`src/sv/radix_converter_macros.svh`:
```
// assertion macros shared by the radix converter rtl
// expects clk_i and rst_ni in the scope of each use
`ifndef RADIX_CONVERTER_MACROS_SVH
`define RADIX_CONVERTER_MACROS_SVH

// checked only while out of reset
`define RC_ASSERT(label, prop, msg) \
  label: assert property (@(posedge clk_i) disable iff (!rst_ni) (prop)) else $error(msg);

// checked on every edge, reset included
`define RC_ASSERT_ALWAYS(label, prop, msg) \
  label: assert property (@(posedge clk_i) (prop)) else $error(msg);

`endif

```
`src/sv/rc_pkg.sv`:
```
// radix converter package: widths, codes, fsm states, control structs
// and the character decode and encode functions; no dependencies
package rc_pkg;

  localparam int unsigned RC_VALUE_WIDTH = 32;
  localparam int unsigned RC_MAX_DIGITS  = 32;
  localparam int unsigned RC_BUF_CAP     = 32;

  localparam int unsigned SB_W   = 5;
  localparam int unsigned TB_W   = 6;
  localparam int unsigned CHAR_W = 8;
  localparam int unsigned ERR_W  = 3;
  localparam int unsigned CFG_W  = 6;
  localparam int unsigned DIG_W  = 5;
  localparam int unsigned REM_W  = 4;

  localparam logic [SB_W-1:0] SB_RESET = SB_W'(10);
  localparam logic [TB_W-1:0] TB_RESET = TB_W'(2);

  localparam logic [CHAR_W-1:0] CH_0 = 8'h30;
  localparam logic [CHAR_W-1:0] CH_9 = 8'h39;
  localparam logic [CHAR_W-1:0] CH_A = 8'h41;
  localparam logic [CHAR_W-1:0] CH_F = 8'h46;
  localparam logic [DIG_W-1:0]  DIG_BAD = DIG_W'(16);

  typedef enum logic [ERR_W-1:0] {
    ERR_NONE  = 3'd0,
    ERR_DIGIT = 3'd1,
    ERR_OVF   = 3'd2,
    ERR_BASE  = 3'd3,
    ERR_REM   = 3'd4
  } err_e;

  typedef enum logic {
    CFG_SRC_BASE = 1'b0,
    CFG_TGT_BASE = 1'b1
  } cfg_e;

  typedef enum logic [2:0] {
    S_IDLE,
    S_DECIDE,
    S_DIV,
    S_STORE,
    S_EMIT,
    S_ERR
  } state_e;

  typedef struct packed {
    logic acc_en;
    logic clr;
    logic div_start;
    logic div_step;
    logic dig_zero;
    logic dig_store;
    logic emit_load;
    logic err_load;
    err_e err_code;
  } cmd_t;

  typedef struct packed {
    logic flag_digit;
    logic flag_ovf;
    logic tb_low;
    logic acc_zero;
    logic div_last;
    logic rem_big;
    logic cnt_full;
    logic cnt_one;
    logic out_free;
  } sts_t;

  function automatic logic [DIG_W-1:0] decode_char(input logic [CHAR_W-1:0] c);
    logic [DIG_W-1:0] d;
    if (c >= CH_0 && c <= CH_9) begin
      d = DIG_W'(c - CH_0);
    end else if (c >= CH_A && c <= CH_F) begin
      d = DIG_W'(c - CH_A) + DIG_W'(10);
    end else begin
      d = DIG_BAD;
    end
    return d;
  endfunction

  function automatic logic [CHAR_W-1:0] encode_digit(input logic [REM_W-1:0] r);
    logic [CHAR_W-1:0] c;
    if (r < REM_W'(10)) begin
      c = CH_0 + CHAR_W'(r);
    end else begin
      c = CH_A + CHAR_W'(r - REM_W'(10));
    end
    return c;
  endfunction

endpackage

```
`src/sv/radix_converter.sv`:
```
// channel | dir | signals                    | payload
// s_axis  | in  | tvalid tready tdata tlast  | tdata: digit_char[7:0]; tlast: last_digit
// m_axis  | out | tvalid tready tdata tuser tlast | tdata: out_char[7:0]; tuser: error_code[2:0]
// cfg     | in  | cfg_we_i cfg_idx_i cfg_wdata_i | 0 source_base, 1 target_base
// one digit transfer per cycle is taken in idle; a last digit then goes to S_DECIDE
// each output digit comes from the bit-serial divider, then one result transfer per cycle
// while m_axis_tready is high; the next number is taken once the last result is loaded
// the output register holds a result while m_axis_tready is low and stalls the emitter
// reset (rst_ni, async low) sets source_base 10, target_base 2 and clears the number
// top level of the radix converter; depends on rc_pkg, rc_ctrl, rc_datapath

module radix_converter #(
  parameter int unsigned VALUE_WIDTH = rc_pkg::RC_VALUE_WIDTH,
  parameter int unsigned MAX_DIGITS  = rc_pkg::RC_MAX_DIGITS
) (
  input  logic                       clk_i,
  input  logic                       rst_ni,
  input  logic                       cfg_we_i,
  input  rc_pkg::cfg_e               cfg_idx_i,
  input  logic [rc_pkg::CFG_W-1:0]   cfg_wdata_i,
  input  logic                       s_axis_tvalid,
  output logic                       s_axis_tready,
  input  logic [rc_pkg::CHAR_W-1:0]  s_axis_tdata,   // [7:0] digit_char
  input  logic                       s_axis_tlast,
  output logic                       m_axis_tvalid,
  input  logic                       m_axis_tready,
  output logic [rc_pkg::CHAR_W-1:0]  m_axis_tdata,   // [7:0] out_char
  output logic [rc_pkg::ERR_W-1:0]   m_axis_tuser,   // [2:0] error_code
  output logic                       m_axis_tlast
);
  import rc_pkg::*;

  cmd_t cmd;
  sts_t sts;

  rc_ctrl u_ctrl (
    .clk_i     (clk_i),
    .rst_ni    (rst_ni),
    .s_valid_i (s_axis_tvalid),
    .s_last_i  (s_axis_tlast),
    .s_ready_o (s_axis_tready),
    .sts_i     (sts),
    .cmd_o     (cmd)
  );

  rc_datapath #(
    .VALUE_WIDTH (VALUE_WIDTH),
    .MAX_DIGITS  (MAX_DIGITS)
  ) u_dp (
    .clk_i       (clk_i),
    .rst_ni      (rst_ni),
    .cfg_we_i    (cfg_we_i),
    .cfg_idx_i   (cfg_idx_i),
    .cfg_wdata_i (cfg_wdata_i),
    .in_char_i   (s_axis_tdata),
    .cmd_i       (cmd),
    .sts_o       (sts),
    .out_valid_o (m_axis_tvalid),
    .out_ready_i (m_axis_tready),
    .out_char_o  (m_axis_tdata),
    .out_last_o  (m_axis_tlast),
    .out_err_o   (m_axis_tuser)
  );

endmodule

```
`src/sv/rc_ctrl.sv`:
```
// radix converter controller: sequences accumulate, divide, store and emit
// depends on rc_pkg and radix_converter_macros.svh
`include "radix_converter_macros.svh"

module rc_ctrl (
  input  logic          clk_i,
  input  logic          rst_ni,
  input  logic          s_valid_i,
  input  logic          s_last_i,
  output logic          s_ready_o,
  input  rc_pkg::sts_t  sts_i,
  output rc_pkg::cmd_t  cmd_o
);
  import rc_pkg::*;

  state_e state_q, state_d;
  err_e   err_q, err_d;

  always_ff @(posedge clk_i or negedge rst_ni) begin
    if (!rst_ni) begin
      state_q <= S_IDLE;
      err_q   <= ERR_NONE;
    end else begin
      state_q <= state_d;
      err_q   <= err_d;
    end
  end

  // next state
  always_comb begin
    state_d = state_q;
    err_d   = err_q;
    unique case (state_q)
      S_IDLE: begin
        if (s_valid_i && s_last_i) state_d = S_DECIDE;
      end
      S_DECIDE: begin
        priority if (sts_i.flag_digit) begin
          err_d = ERR_DIGIT; state_d = S_ERR;
        end else if (sts_i.flag_ovf) begin
          err_d = ERR_OVF; state_d = S_ERR;
        end else if (sts_i.tb_low) begin
          err_d = ERR_BASE; state_d = S_ERR;
        end else if (sts_i.acc_zero) begin
          state_d = S_EMIT;
        end else begin
          state_d = S_DIV;
        end
      end
      S_DIV: begin
        if (sts_i.div_last) state_d = S_STORE;
      end
      S_STORE: begin
        priority if (sts_i.rem_big) begin
          err_d = ERR_REM; state_d = S_ERR;
        end else if (sts_i.cnt_full) begin
          err_d = ERR_OVF; state_d = S_ERR;
        end else if (sts_i.acc_zero) begin
          state_d = S_EMIT;
        end else begin
          state_d = S_DIV;
        end
      end
      S_EMIT: begin
        if (sts_i.out_free && sts_i.cnt_one) state_d = S_IDLE;
      end
      S_ERR: begin
        if (sts_i.out_free) state_d = S_IDLE;
      end
      default: state_d = S_IDLE;
    endcase
  end

  // outputs
  always_comb begin
    cmd_o          = '0;
    cmd_o.err_code = err_q;
    s_ready_o      = 1'b0;
    unique case (state_q)
      S_IDLE: begin
        s_ready_o    = 1'b1;
        cmd_o.acc_en = s_valid_i;
      end
      S_DECIDE: begin
        if (!sts_i.flag_digit && !sts_i.flag_ovf && !sts_i.tb_low) begin
          cmd_o.dig_zero  = sts_i.acc_zero;
          cmd_o.div_start = !sts_i.acc_zero;
        end
      end
      S_DIV: begin
        cmd_o.div_step = 1'b1;
      end
      S_STORE: begin
        if (!sts_i.rem_big && !sts_i.cnt_full) begin
          cmd_o.dig_store = 1'b1;
          cmd_o.div_start = !sts_i.acc_zero;
        end
      end
      S_EMIT: begin
        cmd_o.emit_load = sts_i.out_free;
        cmd_o.clr       = sts_i.out_free && sts_i.cnt_one;
      end
      S_ERR: begin
        cmd_o.err_load = sts_i.out_free;
        cmd_o.clr      = sts_i.out_free;
      end
      default: ;
    endcase
  end

  `RC_ASSERT(a_store_after_div, (state_q == S_STORE) |-> $past(state_q == S_DIV), "store without division")
  `RC_ASSERT(a_err_has_code, cmd_o.err_load |-> (err_q != ERR_NONE), "error transfer without code")

endmodule

```
`src/sv/rc_datapath.sv`:
```
// radix converter datapath: config registers, accumulator, bit-serial divider,
// remainder buffer and output register; depends on rc_pkg and the macro header
`include "radix_converter_macros.svh"

module rc_datapath #(
  parameter int unsigned VALUE_WIDTH = rc_pkg::RC_VALUE_WIDTH,
  parameter int unsigned MAX_DIGITS  = rc_pkg::RC_MAX_DIGITS
) (
  input  logic                        clk_i,
  input  logic                        rst_ni,
  input  logic                        cfg_we_i,
  input  rc_pkg::cfg_e                cfg_idx_i,
  input  logic [rc_pkg::CFG_W-1:0]    cfg_wdata_i,
  input  logic [rc_pkg::CHAR_W-1:0]   in_char_i,
  input  rc_pkg::cmd_t                cmd_i,
  output rc_pkg::sts_t                sts_o,
  output logic                        out_valid_o,
  input  logic                        out_ready_i,
  output logic [rc_pkg::CHAR_W-1:0]   out_char_o,
  output logic                        out_last_o,
  output logic [rc_pkg::ERR_W-1:0]    out_err_o
);
  import rc_pkg::*;

  localparam int unsigned LIMIT = (MAX_DIGITS < RC_BUF_CAP) ? MAX_DIGITS : RC_BUF_CAP;
  localparam int unsigned AW    = $clog2(LIMIT);
  localparam int unsigned CW    = $clog2(LIMIT + 1);
  localparam int unsigned BW    = $clog2(VALUE_WIDTH + 1);
  localparam int unsigned PW    = VALUE_WIDTH + SB_W;

  logic [SB_W-1:0]        sb_q;
  logic [TB_W-1:0]        tb_q;
  logic [VALUE_WIDTH-1:0] acc_q, acc_d;
  logic [1:0]             flags_q, flags_d;
  logic [TB_W-1:0]        rem_q, rem_d;
  logic [BW-1:0]          bcnt_q, bcnt_d;
  logic [CW-1:0]          cnt_q, cnt_d;
  logic [REM_W-1:0]       buf_q [LIMIT];

  logic                   out_valid_q, out_valid_d;
  logic [CHAR_W-1:0]      out_char_q;
  logic                   out_last_q;
  err_e                   out_err_q;

  logic [DIG_W-1:0]       dig;
  logic [PW-1:0]          prod;
  logic [TB_W:0]          trial;
  logic                   ge;
  logic [CW-1:0]          cnt_m1;

  // configuration
  always_ff @(posedge clk_i or negedge rst_ni) begin
    if (!rst_ni) begin
      sb_q <= SB_RESET;
      tb_q <= TB_RESET;
    end else if (cfg_we_i) begin
      unique case (cfg_idx_i)
        CFG_SRC_BASE: sb_q <= cfg_wdata_i[SB_W-1:0];
        CFG_TGT_BASE: tb_q <= cfg_wdata_i[TB_W-1:0];
        default: ;
      endcase
    end
  end

  assign dig   = decode_char(in_char_i);
  assign prod  = ({{SB_W{1'b0}}, acc_q} * PW'(sb_q)) + PW'(dig);
  assign trial = {rem_q, acc_q[VALUE_WIDTH-1]};
  assign ge    = trial >= {1'b0, tb_q};
  assign cnt_m1 = cnt_q - CW'(1);

  always_comb begin
    acc_d   = acc_q;
    flags_d = flags_q;
    rem_d   = rem_q;
    bcnt_d  = bcnt_q;
    cnt_d   = cnt_q;
    if (cmd_i.clr) begin
      acc_d   = '0;
      flags_d = '0;
      cnt_d   = '0;
    end else begin
      if (cmd_i.acc_en && flags_q == 2'b00) begin
        priority if (dig >= DIG_W'(sb_q)) begin
          flags_d = 2'b01;
        end else if (prod[PW-1:VALUE_WIDTH] != '0) begin
          flags_d = 2'b10;
        end else begin
          acc_d = prod[VALUE_WIDTH-1:0];
        end
      end
      if (cmd_i.div_step) begin
        rem_d  = ge ? TB_W'(trial - {1'b0, tb_q}) : trial[TB_W-1:0];
        acc_d  = {acc_q[VALUE_WIDTH-2:0], ge};
        bcnt_d = bcnt_q - BW'(1);
      end
      if (cmd_i.div_start) begin
        rem_d  = '0;
        bcnt_d = BW'(VALUE_WIDTH);
      end
      if (cmd_i.dig_zero)  cnt_d = CW'(1);
      if (cmd_i.dig_store) cnt_d = cnt_q + CW'(1);
      if (cmd_i.emit_load) cnt_d = cnt_m1;
    end
  end

  always_ff @(posedge clk_i or negedge rst_ni) begin
    if (!rst_ni) begin
      acc_q   <= '0;
      flags_q <= '0;
      rem_q   <= '0;
      bcnt_q  <= '0;
      cnt_q   <= '0;
    end else begin
      acc_q   <= acc_d;
      flags_q <= flags_d;
      rem_q   <= rem_d;
      bcnt_q  <= bcnt_d;
      cnt_q   <= cnt_d;
    end
  end

  // remainder buffer
  always_ff @(posedge clk_i) begin
    if (cmd_i.dig_zero) begin
      buf_q[0] <= '0;
    end else if (cmd_i.dig_store) begin
      buf_q[cnt_q[AW-1:0]] <= rem_q[REM_W-1:0];
    end
  end

  // output register
  assign out_valid_d = cmd_i.emit_load || cmd_i.err_load || (out_valid_q && !out_ready_i);

  always_ff @(posedge clk_i or negedge rst_ni) begin
    if (!rst_ni) begin
      out_valid_q <= 1'b0;
    end else begin
      out_valid_q <= out_valid_d;
    end
  end

  always_ff @(posedge clk_i) begin
    if (cmd_i.emit_load) begin
      out_char_q <= encode_digit(buf_q[cnt_m1[AW-1:0]]);
      out_last_q <= (cnt_q == CW'(1));
      out_err_q  <= ERR_NONE;
    end else if (cmd_i.err_load) begin
      out_char_q <= '0;
      out_last_q <= 1'b1;
      out_err_q  <= cmd_i.err_code;
    end
  end

  assign out_valid_o = out_valid_q;
  assign out_char_o  = out_char_q;
  assign out_last_o  = out_last_q;
  assign out_err_o   = out_err_q;

  assign sts_o.flag_digit = flags_q[0];
  assign sts_o.flag_ovf   = flags_q[1];
  assign sts_o.tb_low     = tb_q < TB_W'(2);
  assign sts_o.acc_zero   = acc_q == '0;
  assign sts_o.div_last   = bcnt_q == BW'(1);
  assign sts_o.rem_big    = rem_q > TB_W'(15);
  assign sts_o.cnt_full   = cnt_q >= CW'(LIMIT);
  assign sts_o.cnt_one    = cnt_q == CW'(1);
  assign sts_o.out_free   = !out_valid_q || out_ready_i;

  `RC_ASSERT(a_emit_has_digit, cmd_i.emit_load |-> (cnt_q != '0), "emit with empty buffer")
  `RC_ASSERT(a_clear_empties, cmd_i.clr |=> (acc_q == '0 && flags_q == 2'b00 && cnt_q == '0), "clear incomplete")

endmodule
```
`config.mk`:
```
export PLATFORM = sky130hd
export DESIGN_NAME = radix_converter
export DESIGN_NICKNAME = d
export VERILOG_FILES = /design/src/sv/rc_pkg.sv /design/src/sv/radix_converter.sv /design/src/sv/rc_ctrl.sv /design/src/sv/rc_datapath.sv
export VERILOG_INCLUDE_DIRS = /design/src /design/src/sv
export SDC_FILE = /design/constraint.sdc
export NUM_CORES = 1
export LEC_CHECK = 0
export ABC_AREA = 1
export CAP_MARGIN = 10
export CORE_UTILIZATION = 30
export DETAILED_ROUTE_END_ITERATION = 16
export DONT_BUFFER_PORTS = 1
export PLACE_DENSITY = 0.47
export SYNTH_ARGS = -nofsm -noshare
export SYNTH_HDL_FRONTEND = slang
export SYNTH_SLANG_ARGS = --single-unit
```
`constraint.sdc`:
```
create_clock -name clk_i -period 4.26 [get_ports clk_i]
set_input_delay 0.852 -clock clk_i [delete_from_list [all_inputs] [get_ports clk_i]]
set_output_delay 0.852 -clock clk_i [all_outputs]
set_load 0.05 [all_outputs]
```
==> reports/results.ini <==
[cts]
clk_latency_ps=540
cts.sinks=209
cts-buffers-inserted=26
cts-root-buf=clkbuf_16
cts_buffer_depth=3
cts.htree.levels=1
tritoncts=built
clk_pin_slew_ps=60

[logic_synthesis]
avgSynthCellArea_sq_um=8.14
synth_seq_cells=209
synthFlopType=edfxtp_1
async_reset_ff_share_pct=33.5
syn_nets=2225
postSynthCellCount=2011
ys_seq_area_share_pct=36.0
syn_area_sq_mm=0.0164
ys_types=56
synth-edff-count=136
ys_warn_count=0

[routing]
via_per_inst=4.79
dr.pass1.iters=5
routed_wl_microns=49600
wl_per_cell_microns=17.1
drc=0
route.vias.total=13800
route.antenna.remaining_nets=0
drt_iter0_markers=705

[worst_setup_path]
r2r_slack_ps=-230
ff2ff_path_depth=22
r2r-end=u_dp.acc_q[8]
critical_path_class=input pin to flip-flop
critPathSlowestCell=fa_1
critical_path.max_stage_delay_ps=520
crit_required_ps=4740
crit_arrival_ps=4990
worst_setup_path_start_kind=input pin
path_common_cell=nand2_1
r2r-start=u_dp.sb_q[3]
cp_max_fo=5
crit_path_end_kind=flip-flop

[cells_and_area]
nNetsFinal=2389
mostFrequentLayoutCells=nand2_1 (428), inv_1 (291), buf_4 (200)
num_antenna_cells=0
final_cell_count_no_fill=2890
final_common_cell=nand2_1
final_layout_size_suffix_gt1_share_pct=24.9
synthToLayoutAreaGrowth_pct=27.5

[die]
die_w_microns=236
core-area_sq_mm=0.0538
dieArea_sq_mm=0.0555
initial_core_util_pct=30.4
io-pin-count=35
row_count=85
die_y_microns=236

[place]
dp.cells=2807
dpl.hpwl_microns=35700
io_buffer_count=0
gp_congestion=0.844

[sta]
rsz0062_at_grt=yes
tightestPinTransition_ps=1060
maxSlewHeadroom_pct=29.2
final.setup.worst_slack_ps=-251
drv_slew=0
setup_viol=34
tns_ps=-7040
layout_worst_path_cycle_share_pct=106
layout_min_cycle_time_ps=4510
fmax_mhz=222
skew_ps=8.48
final_hold_viol_count=0

[grt]
grt_pass1_wl_microns=78300
grt_max_degree=69
track_usage_pct=17.9
antenna_found_initial=0
grt-ovfl-total=0
first_global_vias=14100

[pwr]
vdd_drop_max_mv=0.372
powerDensity_mw_per_mm2=638
cellLeakagePower_uw=0.00984

[status]
status=finished, violations left
violations=negative setup slack

[job]
maxCapViolCount=0

[min_path]
min_path_type=input pin to async pin

[registers in the layout, summed over array words and instances (netlist names)]
signal,count
u_dp.out_err_o,3
u_ctrl.state_q,3
u_dp.out_char_o,7
u_dp.buf_q,128
u_dp.bcnt_q,6
u_dp.acc_q,32
u_dp.cnt_q,6
u_dp.tb_q,6
u_dp.out_last_o,1
u_dp.rem_q,6
u_dp.out_valid_o,1
u_dp.sb_q,5
u_ctrl.err_q,3
u_dp.flags_q,2
[cell usage after synthesis, types with 14 or more instances]
library cell | number | area (sq um)
clkbuf_2 | 17 | 85.1
o22ai_1 | 14 | 87.6
nor2_1 | 190 | 713
o21ai_0 | 141 | 706
edfxtp_1 | 136 | 4080
inv_1 | 309 | 1160
inv_2 | 16 | 60.1
fa_1 | 96 | 1920
nand3_1 | 120 | 601
dfrtp_1 | 67 | 1680
clkbuf_1 | 60 | 225
o211ai_1 | 23 | 173
a21oi_1 | 67 | 335
nand2_1 | 475 | 1780
ha_1 | 97 | 1210
nand2_2 | 19 | 119
[critical path, delay by kind of cell]
| kind | cells | cell delay, ps |
|---|---|---|
| AND/OR/NAND/NOR | 18 | 1950 |
| adder cells (fa/ha/maj) | 4 | 1570 |
| AO/OA/AOI/OAI | 1 | 150 |
| buffers and inverters | 5 | 400 |
[per-stage QoR]
| step | hold slack, ps | worst slack (ps) | utilization [%] | cell area (sq um) | total power [uW] |
|---|---|---|---|---|---|
| 2_1_floorplan | 453 | -683 | - | 16600 | 7740 |
| 3_3_place_gp | 477 | -903 | 34.6 | 18600 | 10200 |
| 3_5_place_dp | 490 | -995 | 34.6 | 18600 | 10200 |
| 4_1_cts | 136 | -220 | 38.1 | 20500 | 13200 |
| 5_1_grt | 138 | -475 | 38.8 | 20900 | 14400 |
| 6_report | 158 | -251 | 38.8 | 20900 | 13300 |
[cell families (layout without fill, tap and decap cells)]
kind of cell | count (synthesis) | count (layout) | synth area share [%]
AND/OR/NAND/NOR | 874 | 874 | 23.0
flip-flops | 209 | 209 | 36.0
other | 1 | 1 | 0.0229
AO/OA/AOI/OAI | 288 | 288 | 9.97
buffers and inverters | 425 | 608 | 10.4
XOR/XNOR | 21 | 21 | 1.35
adder cells (fa/ha/maj) | 193 | 193 | 19.2
[how the worst max path moves through the flow]
stage,start,endpoint,slack [ps],cells after the start
after floorplan,s_axis_tdata[1],u_dp.acc_q[12],-680,29
after global placement,s_axis_tdata[0],u_dp.acc_q[11],-900,26
after detailed placement,s_axis_tdata[0],u_dp.acc_q[15],-1000,30
after CTS,u_dp.sb_q[3],u_dp.acc_q[15],-220,25
after global routing,s_axis_tdata[7],u_dp.acc_q[23],-470,28
final,s_axis_tdata[7],u_dp.acc_q[8],-250,28
[layout make-up]
class	count	area, sq um
Fill cell	5521	32900
Tap cell	696	871
Multi-Input combinational cell	1377	9880
Sequential cell	209	5900
Clock inverter	12	121
Inverter	325	1250
Clock buffer	35	724
Timing Repair Buffer	236	2130
[where the power goes]
group,internal [uW],switching [uW],leakage [uW]
clock,1310,869,0.000417
sequential,2450,490,0.00200
combinational,3320,4890,0.00743
total,7080,6250,0.00984
[per-layer routing]
layer / GRT usage, % / vias up / wire length [microns]
met3: 1.88 / 61 / 1740
li1: - / 6762 / -
met2: 31.5 / 242 / 24800
met5: 0 / - / 0
met1: 23.5 / 6771 / 22000
met4: 4.12 / 0 / 1050
[repair_timing]
item | 4_1_cts | 5_1_grt
hold endpoints to repair | 50 | 0
hold buffers | 3 | 0
gates resized for setup | 149 | 63
cloned | 4 | 2
setup buffers | 18 | 9
pin swaps | 47 | 78
setup endpoints to repair | 34 | 34
(Power assumes the default switching activity.)
